--- src/brag_pkg.sv ---
// shared types and constants of the block row address generator
package brag_pkg;

  localparam int unsigned MAX_BLOCK_ROWS_DEF = 64;
  localparam int unsigned MAX_ELEM_BYTES     = 8;

  localparam int unsigned CFG_IDX_W  = 3;
  localparam int unsigned CFG_DATA_W = 16;

  localparam logic [CFG_IDX_W-1:0] CFG_MATRIX_ROWS   = 3'd0;
  localparam logic [CFG_IDX_W-1:0] CFG_MATRIX_COLS   = 3'd1;
  localparam logic [CFG_IDX_W-1:0] CFG_BLOCK_ROWS    = 3'd2;
  localparam logic [CFG_IDX_W-1:0] CFG_BLOCK_COLS    = 3'd3;
  localparam logic [CFG_IDX_W-1:0] CFG_RANK_NUMBER   = 3'd4;
  localparam logic [CFG_IDX_W-1:0] CFG_ELEMENT_BYTES = 3'd5;

  localparam int unsigned ROW_LEN_W = 19;
  localparam int unsigned STATUS_W  = 2;

  localparam logic [STATUS_W-1:0] STATUS_OK        = 2'd0;
  localparam logic [STATUS_W-1:0] STATUS_ROW_RANGE = 2'd1;
  localparam logic [STATUS_W-1:0] STATUS_COL_RANGE = 2'd2;

  typedef struct packed {
    logic [15:0] matrix_rows;
    logic [15:0] matrix_cols;
    logic [6:0]  block_rows;
    logic [15:0] block_cols;
    logic [15:0] rank_number;
    logic [3:0]  element_bytes;
  } cfg_t;

  // controller to datapath
  typedef struct packed {
    logic load;
    logic err_latch;
    logic addr_load;
    logic addr_step;
    logic show_err;
  } cmd_t;

  // datapath to controller
  typedef struct packed {
    logic row_fail;
    logic col_fail;
    logic no_rows;
    logic last;
  } sts_t;

endpackage

--- src/brag_if.sv ---
// handshake interfaces for input items and descriptors
interface brag_in_if;
  logic        valid;
  logic        ready;
  logic [15:0] block_row_index;
  logic [15:0] block_col_index;
  logic [63:0] first_base;
  logic [63:0] second_base;

  modport source (output valid, block_row_index, block_col_index, first_base, second_base,
                  input ready);
  modport sink (input valid, block_row_index, block_col_index, first_base, second_base,
                output ready);
endinterface

interface brag_out_if;
  logic                          valid;
  logic                          ready;
  logic [15:0]                   rank_out;
  logic [63:0]                   first_address;
  logic [63:0]                   second_address;
  logic [brag_pkg::ROW_LEN_W-1:0] row_length_bytes;
  logic                          last_row;
  logic [brag_pkg::STATUS_W-1:0] status;

  modport source (output valid, rank_out, first_address, second_address, row_length_bytes,
                  last_row, status, input ready);
  modport sink (input valid, rank_out, first_address, second_address, row_length_bytes,
                last_row, status, output ready);
endinterface

--- src/brag_cfg.sv ---
// configuration register file
module brag_cfg (
  input  logic                            clk_i,
  input  logic                            rst_ni,
  input  logic                            cfg_we_i,
  input  logic [brag_pkg::CFG_IDX_W-1:0]  cfg_idx_i,
  input  logic [brag_pkg::CFG_DATA_W-1:0] cfg_data_i,
  output brag_pkg::cfg_t                  cfg_o
);

  brag_pkg::cfg_t cfg_q, cfg_d;

  always_comb begin
    cfg_d = cfg_q;
    if (cfg_we_i) begin
      unique case (cfg_idx_i)
        brag_pkg::CFG_MATRIX_ROWS:   cfg_d.matrix_rows   = cfg_data_i;
        brag_pkg::CFG_MATRIX_COLS:   cfg_d.matrix_cols   = cfg_data_i;
        brag_pkg::CFG_BLOCK_ROWS:    cfg_d.block_rows    = cfg_data_i[6:0];
        brag_pkg::CFG_BLOCK_COLS:    cfg_d.block_cols    = cfg_data_i;
        brag_pkg::CFG_RANK_NUMBER:   cfg_d.rank_number   = cfg_data_i;
        brag_pkg::CFG_ELEMENT_BYTES: cfg_d.element_bytes = cfg_data_i[3:0];
        default: ;
      endcase
    end
  end

  always_ff @(posedge clk_i or negedge rst_ni) begin
    if (!rst_ni) begin
      cfg_q.matrix_rows   <= 16'd1;
      cfg_q.matrix_cols   <= 16'd1;
      cfg_q.block_rows    <= 7'd1;
      cfg_q.block_cols    <= 16'd1;
      cfg_q.rank_number   <= 16'd0;
      cfg_q.element_bytes <= 4'd1;
    end else begin
      cfg_q <= cfg_d;
    end
  end

  assign cfg_o = cfg_q;

endmodule

--- src/brag_ctrl.sv ---
// sequencing state machine
module brag_ctrl (
  input  logic               clk_i,
  input  logic               rst_ni,
  input  logic               in_valid_i,
  output logic               in_ready_o,
  output logic               out_valid_o,
  input  logic               out_ready_i,
  input  brag_pkg::sts_t     sts_i,
  output brag_pkg::cmd_t     cmd_o
);

  localparam logic [2:0] S_IDLE = 3'd0;
  localparam logic [2:0] S_MUL  = 3'd1;
  localparam logic [2:0] S_CHK  = 3'd2;
  localparam logic [2:0] S_SUM  = 3'd3;
  localparam logic [2:0] S_SCL  = 3'd4;
  localparam logic [2:0] S_BASE = 3'd5;
  localparam logic [2:0] S_EMIT = 3'd6;
  localparam logic [2:0] S_ERR  = 3'd7;

  logic [2:0] state_q, state_d;

  always_comb begin
    state_d = state_q;
    cmd_o   = '0;
    unique case (state_q)
      S_IDLE: begin
        if (in_valid_i) begin
          cmd_o.load = 1'b1;
          state_d    = S_MUL;
        end
      end
      S_MUL: state_d = S_CHK;
      S_CHK: begin
        if (sts_i.row_fail || sts_i.col_fail) begin
          cmd_o.err_latch = 1'b1;
          state_d         = S_ERR;
        end else if (sts_i.no_rows) begin
          state_d = S_IDLE;
        end else begin
          state_d = S_SUM;
        end
      end
      S_SUM: state_d = S_SCL;
      S_SCL: state_d = S_BASE;
      S_BASE: begin
        cmd_o.addr_load = 1'b1;
        state_d         = S_EMIT;
      end
      S_EMIT: begin
        if (out_ready_i) begin
          cmd_o.addr_step = 1'b1;
          if (sts_i.last) begin
            state_d = S_IDLE;
          end
        end
      end
      S_ERR: begin
        cmd_o.show_err = 1'b1;
        if (out_ready_i) begin
          state_d = S_IDLE;
        end
      end
      default: state_d = S_IDLE;
    endcase
  end

  always_ff @(posedge clk_i or negedge rst_ni) begin
    if (!rst_ni) begin
      state_q <= S_IDLE;
    end else begin
      state_q <= state_d;
    end
  end

  assign in_ready_o  = (state_q == S_IDLE);
  assign out_valid_o = (state_q == S_EMIT) || (state_q == S_ERR);

endmodule

--- src/brag_dp.sv ---
// scaling, bounds check and address stepping
module brag_dp #(
  parameter int unsigned MAX_BLOCK_ROWS = brag_pkg::MAX_BLOCK_ROWS_DEF
) (
  input  logic                           clk_i,
  input  logic                           rst_ni,
  input  brag_pkg::cfg_t                 cfg_i,
  input  brag_pkg::cmd_t                 cmd_i,
  output brag_pkg::sts_t                 sts_o,
  input  logic [15:0]                    block_row_index_i,
  input  logic [15:0]                    block_col_index_i,
  input  logic [63:0]                    first_base_i,
  input  logic [63:0]                    second_base_i,
  output logic [15:0]                    rank_out_o,
  output logic [63:0]                    first_address_o,
  output logic [63:0]                    second_address_o,
  output logic [brag_pkg::ROW_LEN_W-1:0] row_length_bytes_o,
  output logic                           last_row_o,
  output logic [brag_pkg::STATUS_W-1:0]  status_o
);

  localparam int unsigned CntW  = $clog2(MAX_BLOCK_ROWS + 1);
  localparam int unsigned RowW  = 16 + CntW;
  localparam int unsigned ProdW = 16 + RowW;
  localparam int unsigned LinW  = ProdW + 1;
  localparam int unsigned OffW  = LinW + 4;
  localparam logic [6:0]  MaxRows7 = 7'(MAX_BLOCK_ROWS);

  logic [15:0]      brow_q, bcol_q;
  logic [63:0]      base_a_q, base_b_q;
  logic [CntW-1:0]  nrows_q, nrows_d;
  logic [3:0]       eb_q, eb_d;
  logic [RowW-1:0]  row0_q;
  logic [31:0]      col0_q;
  logic [ProdW-1:0] prod_q;
  logic [LinW-1:0]  lin_q;
  logic [OffW-1:0]  off_q;
  logic [19:0]      pitch_q;
  logic [19:0]      row_len_full;
  logic [brag_pkg::ROW_LEN_W-1:0] row_len_q;
  logic [63:0]      addr_a_q, addr_b_q;
  logic [CntW-1:0]  cnt_q;
  logic [brag_pkg::STATUS_W-1:0] err_q;

  // saturate row count and element size at capture
  always_comb begin
    nrows_d = (cfg_i.block_rows > MaxRows7) ? CntW'(MAX_BLOCK_ROWS) : CntW'(cfg_i.block_rows);
    eb_d    = (cfg_i.element_bytes > 4'(brag_pkg::MAX_ELEM_BYTES)) ?
              4'(brag_pkg::MAX_ELEM_BYTES) : cfg_i.element_bytes;
  end

  always_ff @(posedge clk_i) begin
    if (cmd_i.load) begin
      brow_q   <= block_row_index_i;
      bcol_q   <= block_col_index_i;
      base_a_q <= first_base_i;
      base_b_q <= second_base_i;
      nrows_q  <= nrows_d;
      eb_q     <= eb_d;
    end
  end

  assign row_len_full = 20'(cfg_i.block_cols) * 20'(eb_q);

  // free running offset chain, settled by the time the controller reaches the base step
  always_ff @(posedge clk_i) begin
    row0_q    <= RowW'(brow_q) * RowW'(nrows_q);
    col0_q    <= 32'(bcol_q) * 32'(cfg_i.block_cols);
    prod_q    <= ProdW'(cfg_i.matrix_cols) * ProdW'(row0_q);
    lin_q     <= LinW'(prod_q) + LinW'(col0_q);
    off_q     <= OffW'(lin_q) * OffW'(eb_q);
    pitch_q   <= 20'(cfg_i.matrix_cols) * 20'(eb_q);
    row_len_q <= row_len_full[brag_pkg::ROW_LEN_W-1:0];
  end

  always_ff @(posedge clk_i) begin
    if (cmd_i.addr_load) begin
      addr_a_q <= base_a_q + 64'(off_q);
      addr_b_q <= base_b_q + 64'(off_q);
    end else if (cmd_i.addr_step) begin
      addr_a_q <= addr_a_q + 64'(pitch_q);
      addr_b_q <= addr_b_q + 64'(pitch_q);
    end
    if (cmd_i.err_latch) begin
      err_q <= sts_o.row_fail ? brag_pkg::STATUS_ROW_RANGE : brag_pkg::STATUS_COL_RANGE;
    end
  end

  always_ff @(posedge clk_i or negedge rst_ni) begin
    if (!rst_ni) begin
      cnt_q <= '0;
    end else if (cmd_i.addr_load) begin
      cnt_q <= '0;
    end else if (cmd_i.addr_step) begin
      cnt_q <= cnt_q + 1'b1;
    end
  end

  assign sts_o.row_fail = (RowW'(cfg_i.matrix_rows) <= row0_q);
  assign sts_o.col_fail = (32'(cfg_i.matrix_cols) <= col0_q);
  assign sts_o.no_rows  = (nrows_q == '0);
  assign sts_o.last     = (cnt_q == nrows_q - 1'b1);

  always_comb begin
    if (cmd_i.show_err) begin
      rank_out_o         = '0;
      first_address_o    = '0;
      second_address_o   = '0;
      row_length_bytes_o = '0;
      last_row_o         = 1'b1;
      status_o           = err_q;
    end else begin
      rank_out_o         = cfg_i.rank_number;
      first_address_o    = addr_a_q;
      second_address_o   = addr_b_q;
      row_length_bytes_o = row_len_q;
      last_row_o         = sts_o.last;
      status_o           = brag_pkg::STATUS_OK;
    end
  end

endmodule

--- src/block_row_address_generator_unit.sv ---
// block row address generator: one descriptor per block row of a requested block, or a single error descriptor
// sequence: after the input transaction the controller steps through multiply, check, sum, scale and base
//   states before the first descriptor; an error result is shown straight after the check state
// throughput: one descriptor per cycle while the output is ready, from the single address stepper
// input is taken only while no item is in work
// reset (async, active low) returns the controller to idle and the config registers and row counter to defaults
module block_row_address_generator_unit #(
  parameter int unsigned MAX_BLOCK_ROWS = brag_pkg::MAX_BLOCK_ROWS_DEF
) (
  input  logic                            clk_i,
  input  logic                            rst_ni,
  brag_in_if.sink                         in_if,
  brag_out_if.source                      out_if,
  input  logic                            cfg_we_i,
  input  logic [brag_pkg::CFG_IDX_W-1:0]  cfg_idx_i,
  input  logic [brag_pkg::CFG_DATA_W-1:0] cfg_data_i
);

  brag_pkg::cfg_t cfg;
  brag_pkg::cmd_t cmd;
  brag_pkg::sts_t sts;

  brag_cfg u_cfg (
    .clk_i      (clk_i),
    .rst_ni     (rst_ni),
    .cfg_we_i   (cfg_we_i),
    .cfg_idx_i  (cfg_idx_i),
    .cfg_data_i (cfg_data_i),
    .cfg_o      (cfg)
  );

  brag_ctrl u_ctrl (
    .clk_i       (clk_i),
    .rst_ni      (rst_ni),
    .in_valid_i  (in_if.valid),
    .in_ready_o  (in_if.ready),
    .out_valid_o (out_if.valid),
    .out_ready_i (out_if.ready),
    .sts_i       (sts),
    .cmd_o       (cmd)
  );

  brag_dp #(
    .MAX_BLOCK_ROWS (MAX_BLOCK_ROWS)
  ) u_dp (
    .clk_i              (clk_i),
    .rst_ni             (rst_ni),
    .cfg_i              (cfg),
    .cmd_i              (cmd),
    .sts_o              (sts),
    .block_row_index_i  (in_if.block_row_index),
    .block_col_index_i  (in_if.block_col_index),
    .first_base_i       (in_if.first_base),
    .second_base_i      (in_if.second_base),
    .rank_out_o         (out_if.rank_out),
    .first_address_o    (out_if.first_address),
    .second_address_o   (out_if.second_address),
    .row_length_bytes_o (out_if.row_length_bytes),
    .last_row_o         (out_if.last_row),
    .status_o           (out_if.status)
  );

endmodule

--- src/flat_wrapper.sv ---
// flat-port wrapper written by rule: the top's interface ports become plain ports
module block_row_address_generator_unit_flat 
#(
  parameter int unsigned MAX_BLOCK_ROWS = brag_pkg::MAX_BLOCK_ROWS_DEF
)
  (clk_i, rst_ni, cfg_we_i, cfg_idx_i, cfg_data_i, in_if_valid, in_if_block_row_index, in_if_block_col_index, in_if_first_base, in_if_second_base, in_if_ready, out_if_valid, out_if_rank_out, out_if_first_address, out_if_second_address, out_if_row_length_bytes, out_if_last_row, out_if_status, out_if_ready);
  brag_in_if in_if_i ();
  brag_out_if out_if_i ();
  input  logic clk_i;
  input  logic rst_ni;
  input  logic cfg_we_i;
  input  logic [brag_pkg::CFG_IDX_W-1:0] cfg_idx_i;
  input  logic [brag_pkg::CFG_DATA_W-1:0] cfg_data_i;
  input wire logic [$bits(in_if_i.valid)-1:0] in_if_valid;
  input wire logic [$bits(in_if_i.block_row_index)-1:0] in_if_block_row_index;
  input wire logic [$bits(in_if_i.block_col_index)-1:0] in_if_block_col_index;
  input wire logic [$bits(in_if_i.first_base)-1:0] in_if_first_base;
  input wire logic [$bits(in_if_i.second_base)-1:0] in_if_second_base;
  output wire logic [$bits(in_if_i.ready)-1:0] in_if_ready;
  output wire logic [$bits(out_if_i.valid)-1:0] out_if_valid;
  output wire logic [$bits(out_if_i.rank_out)-1:0] out_if_rank_out;
  output wire logic [$bits(out_if_i.first_address)-1:0] out_if_first_address;
  output wire logic [$bits(out_if_i.second_address)-1:0] out_if_second_address;
  output wire logic [$bits(out_if_i.row_length_bytes)-1:0] out_if_row_length_bytes;
  output wire logic [$bits(out_if_i.last_row)-1:0] out_if_last_row;
  output wire logic [$bits(out_if_i.status)-1:0] out_if_status;
  input wire logic [$bits(out_if_i.ready)-1:0] out_if_ready;
  assign in_if_i.valid = in_if_valid;
  assign in_if_i.block_row_index = in_if_block_row_index;
  assign in_if_i.block_col_index = in_if_block_col_index;
  assign in_if_i.first_base = in_if_first_base;
  assign in_if_i.second_base = in_if_second_base;
  assign in_if_ready = in_if_i.ready;
  assign out_if_valid = out_if_i.valid;
  assign out_if_rank_out = out_if_i.rank_out;
  assign out_if_first_address = out_if_i.first_address;
  assign out_if_second_address = out_if_i.second_address;
  assign out_if_row_length_bytes = out_if_i.row_length_bytes;
  assign out_if_last_row = out_if_i.last_row;
  assign out_if_status = out_if_i.status;
  assign out_if_i.ready = out_if_ready;
  block_row_address_generator_unit #(.MAX_BLOCK_ROWS(MAX_BLOCK_ROWS)) u_core (.clk_i(clk_i), .rst_ni(rst_ni), .in_if(in_if_i), .out_if(out_if_i), .cfg_we_i(cfg_we_i), .cfg_idx_i(cfg_idx_i), .cfg_data_i(cfg_data_i));
endmodule
--- config.mk ---
export PLATFORM = sky130hd
export DESIGN_NAME = block_row_address_generator_unit_flat
export DESIGN_NICKNAME = d
export VERILOG_FILES = /design/src/brag_pkg.sv /design/src/brag_if.sv /design/src/brag_cfg.sv /design/src/brag_ctrl.sv /design/src/brag_dp.sv /design/src/block_row_address_generator_unit.sv /design/src/flat_wrapper.sv
export SDC_FILE = /design/constraint.sdc
export NUM_CORES = 2
export LEC_CHECK = 0
export ABC_AREA = 1
export BUFFER_PORTS_ARGS = -buffer_cell sky130_fd_sc_hd__buf_2
export CAP_MARGIN = 20
export CORE_MARGIN = 2
export CORE_UTILIZATION = 43
export CTS_BUF_LIST = sky130_fd_sc_hd__clkbuf_4
export DETAILED_ROUTE_END_ITERATION = 8
export PLACE_DENSITY_LB_ADDON = 0.1
export SLEW_MARGIN = 20
export SYNTH_ARGS = -nofsm -noshare
export SYNTH_HDL_FRONTEND = slang
export SYNTH_SLANG_ARGS = --single-unit
--- constraint.sdc ---
create_clock -name clk_i -period 21.1 [get_ports clk_i]
set_clock_uncertainty 0.1 [all_clocks]
set_input_delay 1.055 -clock clk_i [delete_from_list [all_inputs] [get_ports clk_i]]
set_output_delay 1.055 -clock clk_i [all_outputs]
set_load 0.05 [all_outputs]
======== Yosys cells after proc, flatten, opt, wreduce, memory -nomap -nowiden ========
Index checks and enable logic that the tools add are counted.
word-level totals
  bits in registers ....................... 603
  bits in latches ......................... 0
  RAM bits ................................ 0
  ROM bits ................................ 0
  bits of input ports ..................... 184
  output and inout bits ................... 168
  logic and storage cells ................. 99
  memories ................................ 0
cells by class
  $add $sub $neg .......................... 7
  multiply operators ...................... 6
  divide/modulo/power cells ............... 0
  order comparisons ....................... 4
  equality and inequality tests ........... 17
  shift-type cells ........................ 0
  muxes and demuxes ....................... 28
  bitwise operators ....................... 0
  reduce and logical (&&, ||, !) cells .... 13
operator list
  operator             count
  $mux 64              6
  $add 64x20->64       2
  $add 64x44->64       2
  $mul 40x4->44        1
  $add 39x32->40       1
  $mul 16x23->39       1
  $le 16x32->1         1
  $mul 16x16->32       1
  $pmux 3 s8           1
  $le 16x23->1         1
  $mul 16x7->23        1
  $mul 16x4->20        1
  $mul 16x4->19        1
  $mux 19              1
  $eq 3x3->1 const B   6
  $mux 16              1
  $mux 3               5
  $mux 7               2
  $eq 3x2->1 const B   4
  $reduce_and 2->1     6
  $mux 1               9
  $add 7x1->7 const B  1
  $eq 7x7->1           1
  $gt 7x7->1 const B   1
  other kinds (11)     18

======== Longest topological paths before layout ========
  depth after elaboration ................. 5
  depth in mapped cells ................... 29
  mapped depth without buffers ............ 27

======== Cells and area by module ========
Synthesis repeated with hierarchy kept, for this count alone.
unflattened totals
  cell total of the unflattened synthesis .. 10410
  area total of the unflattened synthesis .. 72393.2 um^2
by module, submodules not included
  module     times used  cells each  area each (um^2)  sequential area each (um^2)
  brag_dp    1           10033       69127.5           13558.0
  brag_cfg   1           336         2969.1            1883.1
  brag_ctrl  1           41          296.5             75.1

======== Least setup slack after synthesis ========
OpenSTA, ideal clock, no wires.
  path kind ............................... input to register
  start ................................... input in_if_valid
  end ..................................... register u_core.u_dp.base_a_q[0] (enable)
  library setup time ...................... 0.704 ns
  arrival time ............................ 8.143 ns
  data required time ...................... 20.296 ns
  setup slack ............................. 12.154 ns
  stages .................................. 2
  buffers on the path ..................... 0
  cell sequence ........................... inv_1 > nor2_1
RTL lines
  element               RTL line            RTL
  start, declared       flat_wrapper.sv:14  input wire logic [$bits(in_if_i.valid)-1:0] in_if_valid;
  end signal, assigned  brag_dp.sv:56       base_a_q <= first_base_i;
  end, declared         brag_dp.sv:30       logic [63:0] base_a_q, base_b_q;

======== Worst setup path after layout ========
  start ................................... register u_core.u_cfg.cfg_q, in the netlist u_core.u_cfg.cfg_o[22]
  end ..................................... register u_core.u_dp.col0_q[29]
on the way
  cells in the longest elaborated chain, start to end .. 1
RTL lines
  element                 RTL line        RTL
  start, declared         brag_cfg.sv:11  brag_pkg::cfg_t cfg_q, cfg_d;
  start signal, assigned  brag_cfg.sv:37  cfg_q <= cfg_d;
  $mul 16x16->32          brag_dp.sv:68   col0_q <= 32'(bcol_q) * 32'(cfg_i.block_cols);
  end signal, assigned    brag_dp.sv:68
  end, declared           brag_dp.sv:34   logic [31:0] col0_q;
Every way passes these cells.
A chain may end at the register's enable or synchronous reset.

==> impl_metrics.yaml <==
timing:
  setup_tns_ns: 0
  tightestPinTransition_ns: 1.03
  fmax_mhz: 158
  report.final.setup_viol: 0
  slew_headroom_pct: 30.4
  fin_crit_ns: 6.32
  rsz0062_at_grt: "false"
  slew_violations: 0
  min_period_over_period_pct: 30.0
  hold_slack_ns: 0.169
  hold_viol: 0
floorplan:
  io_pins: 352
  initial_utilization_pct: 43.3
  num_rows: 150
  die_w_um: 414
  dieArea_sq_um: 171000
  core_sq_um: 167000
  die_h_um: 414
clock_network:
  cts_tree: "done"
  cts_root_buf: "clkbuf_4"
  post_cts_resized: 0
  insertion_delay_ns: 1.31
  hold_buffers: 169
  htree_num_levels: 4
  clock_sinks: 603
  post_cts_buffers: 0
  cts.clk_slew.worst_paths_ns: 0.07
  clock_tree.buffer_depth: 3
  cts_made_buffers: 182
layout:
  n_fill_cell: 17400
  finish.utilization_pct: 48.0
  final_cell_area_sq_um: 80200
  area_delta_synth_final_pct: 10.9
  fin_nets: 12200
  drive_above_1_share_pct: 7.29
  multi_input_area_sq_um: 47400
  seqCellArea_sq_um: 15500
synth:
  syn_area_sq_um: 72300
  synth_warnings: 0
  synth_edf_count: 301
  synth_cell_type_count: 64
  synthArstFlopShare_pct: 14.1
  synth_top_area_share_pct: 19.2
  syn_inst: 10300
  synth_area_per_cell_sq_um: 7.00
  synth_top_cell_by_area: "fa_1"
  syn_nets: 11700
  synthFlopType: "edfxtp_1"
  synth_area_leaders: "fa_1 19%, nand2_1 17%, edfxtp_1 12%"
  yosysMostFrequentCell: "nand2_1"
  synth_seq_cells: 603
  ys_top_cells_by_count: "3365 x nand2_1, 2233 x inv_1, 692 x fa_1"
  synth_seq_area_share_pct: 21.5
worst_setup_path:
  crit_path_cell_trace: "nand2_1 -> fa_1 -> inv_1 -> fa_1 -> inv_1 -> fa_1 -> inv_1 -> fa_1 -> inv_1 -> fa_1 -> inv_1 -> fa_1 -> ha_1 -> a21o_1 -> a21boi_0 -> nor2_1 -> nor2_1 -> o21ai_0 -> a21oi_1 -> xor2_1"
  crit_arrival_ns: 7.36
  path_class: "reg -> reg"
  endpoint_kind: "flip-flop"
  crit_path_max_incr_delay_ns: 0.98
  r2r_start: "u_core.u_cfg.cfg_o[22]"
  startpoint_type: "flip-flop"
  critPathMaxFanout: 21
  crit_top_cell: "fa_1"
  cp-startpoint: "u_core.u_cfg.cfg_o[22]"
  required_ns: 22.13
  slowest_stage: "dfrtp_1"
detailed_routing:
  avgViaCountPerCell: 5.05
  wl_per_cell_um: 19.1
  dr.first_iter.drc_count: 4374
  ant_nets: 0
  routed_wl_mm: 251
  drc_errors: 0
  drtPass1Iterations: 6
  via_count: 66500
placed_design:
  place_area_sq_um: 76100
  port_buffers: 351
  dpl.hpwl_mm: 207
  gp_congestion: 1.01
grt:
  grt_antenna_before_repair: 4
  gr-total-overflow: 0
  grt_max_degree: 73
  grtUsageTotal_pct: 29.3
  grt_pass1_wl_mm: 388
  grt_pass1_vias: 68400
worst_hold_path:
  hp-class: "in -> reg"
  min_from: "cfg_data_i[11]"
status:
  status: "completed"
job:
  maxCapViolCount: 0
[state kept, by name, indices dropped and copies added (netlist names), 3 cells and up]
register and flops:
u_core.u_dp.base_a_q 64, u_core.u_dp.brow_q 16, u_core.u_dp.lin_q 40, u_core.u_dp.bcol_q 16
u_core.u_ctrl.state_q 3, u_core.u_dp.addr_b_q 64, u_core.u_dp.cnt_q 7, u_core.u_dp.off_q 44
u_core.u_dp.nrows_q 7, u_core.u_dp.prod_q 39, u_core.u_dp.col0_q 32, u_core.u_dp.row_len_q 19
u_core.u_dp.row0_q 23, u_core.u_dp.base_b_q 64, u_core.u_dp.pitch_q 20, u_core.u_cfg.cfg_o 75
u_core.u_dp.eb_q 4, u_core.u_dp.addr_a_q 64
[worst paths after layout]
check                                         end  slack [ns]  depth (start not counted)
min reg2reg                  u_core.u_dp.lin_q[0]        0.35                          1
max reg2reg                u_core.u_dp.col0_q[29]       14.78                         20
max in group asynchronous  u_core.u_cfg.cfg_o[46]       19.57                          3
min in group asynchronous  u_core.u_cfg.cfg_o[29]        0.23                          2
max                        u_core.u_dp.col0_q[29]       14.78                         20
min                        u_core.u_cfg.cfg_o[31]        0.17                          3
[cell type report]
| class | instances | area share (%) |
|---|---|---|
| diodes | 9 | 0.0281 |
| clock buffers | 251 | 2.35 |
| clock inverters | 80 | 0.628 |
| inverters | 2243 | 10.5 |
| multi-input cells | 7210 | 59.1 |
| flip-flops and latches | 603 | 19.3 |
| well taps | 2204 | 3.44 |
| repair buffers | 559 | 4.67 |
[per-layer routing]
metal	track usage [%]	share of wire (%)	vias up
li1	-	-	32500
met1	35.1	41	31600
met2	51.8	49	1882
met3	4.09	5.0	477
met4	13.3	4.9	2
met5	0	0.0064	-
[through the flow]
stage,setup WS (ns),cells
finish,14.78,13200
global placement,14.81,12700
floorplan,12.15,10300
global route,14.36,13200
detailed placement,14.87,12700
CTS,14.74,13200
[cells in the final DEF, fill, tap and decap left out, types with 301 or more instances in the layout]
| cell | synthesis | routed |
|---|---|---|
| a21oi_1 | 423 | 423 |
| buf_2 | 27 | 350 |
| edfxtp_1 | 301 | 301 |
| fa_1 | 692 | 692 |
| ha_1 | 544 | 544 |
| inv_1 | 2233 | 2233 |
| nand2_1 | 3365 | 3362 |
| nand3_1 | 398 | 397 |
| nor2_1 | 669 | 668 |
| o21ai_0 | 329 | 329 |
[worst max-delay path: cells and delay by family (launching register included)]
kind / cells / cell delay [ns]
adders and majority gates: 7 / 3.41
DFF: 1 / 0.98
AOI/OAI and AO/OA: 4 / 0.85
and+or+nand+nor: 3 / 0.38
buffers and inverters: 5 / 0.26
xor gates and xnor gates: 1 / 0.19
[kinds of logic after synthesis]
logic type	after synthesis	share of synthesized area, %
flops	603	21.5
simple gates	4841	27.4
compound gates	919	6.90
mux	2	0.0277
buf+inv	2511	13.1
xor+xnor	212	2.57
fa+ha+maj	1236	28.6
Power is not shown: default switching activity piles up to over one toggle a cycle in this logic, so the estimate is an artifact.
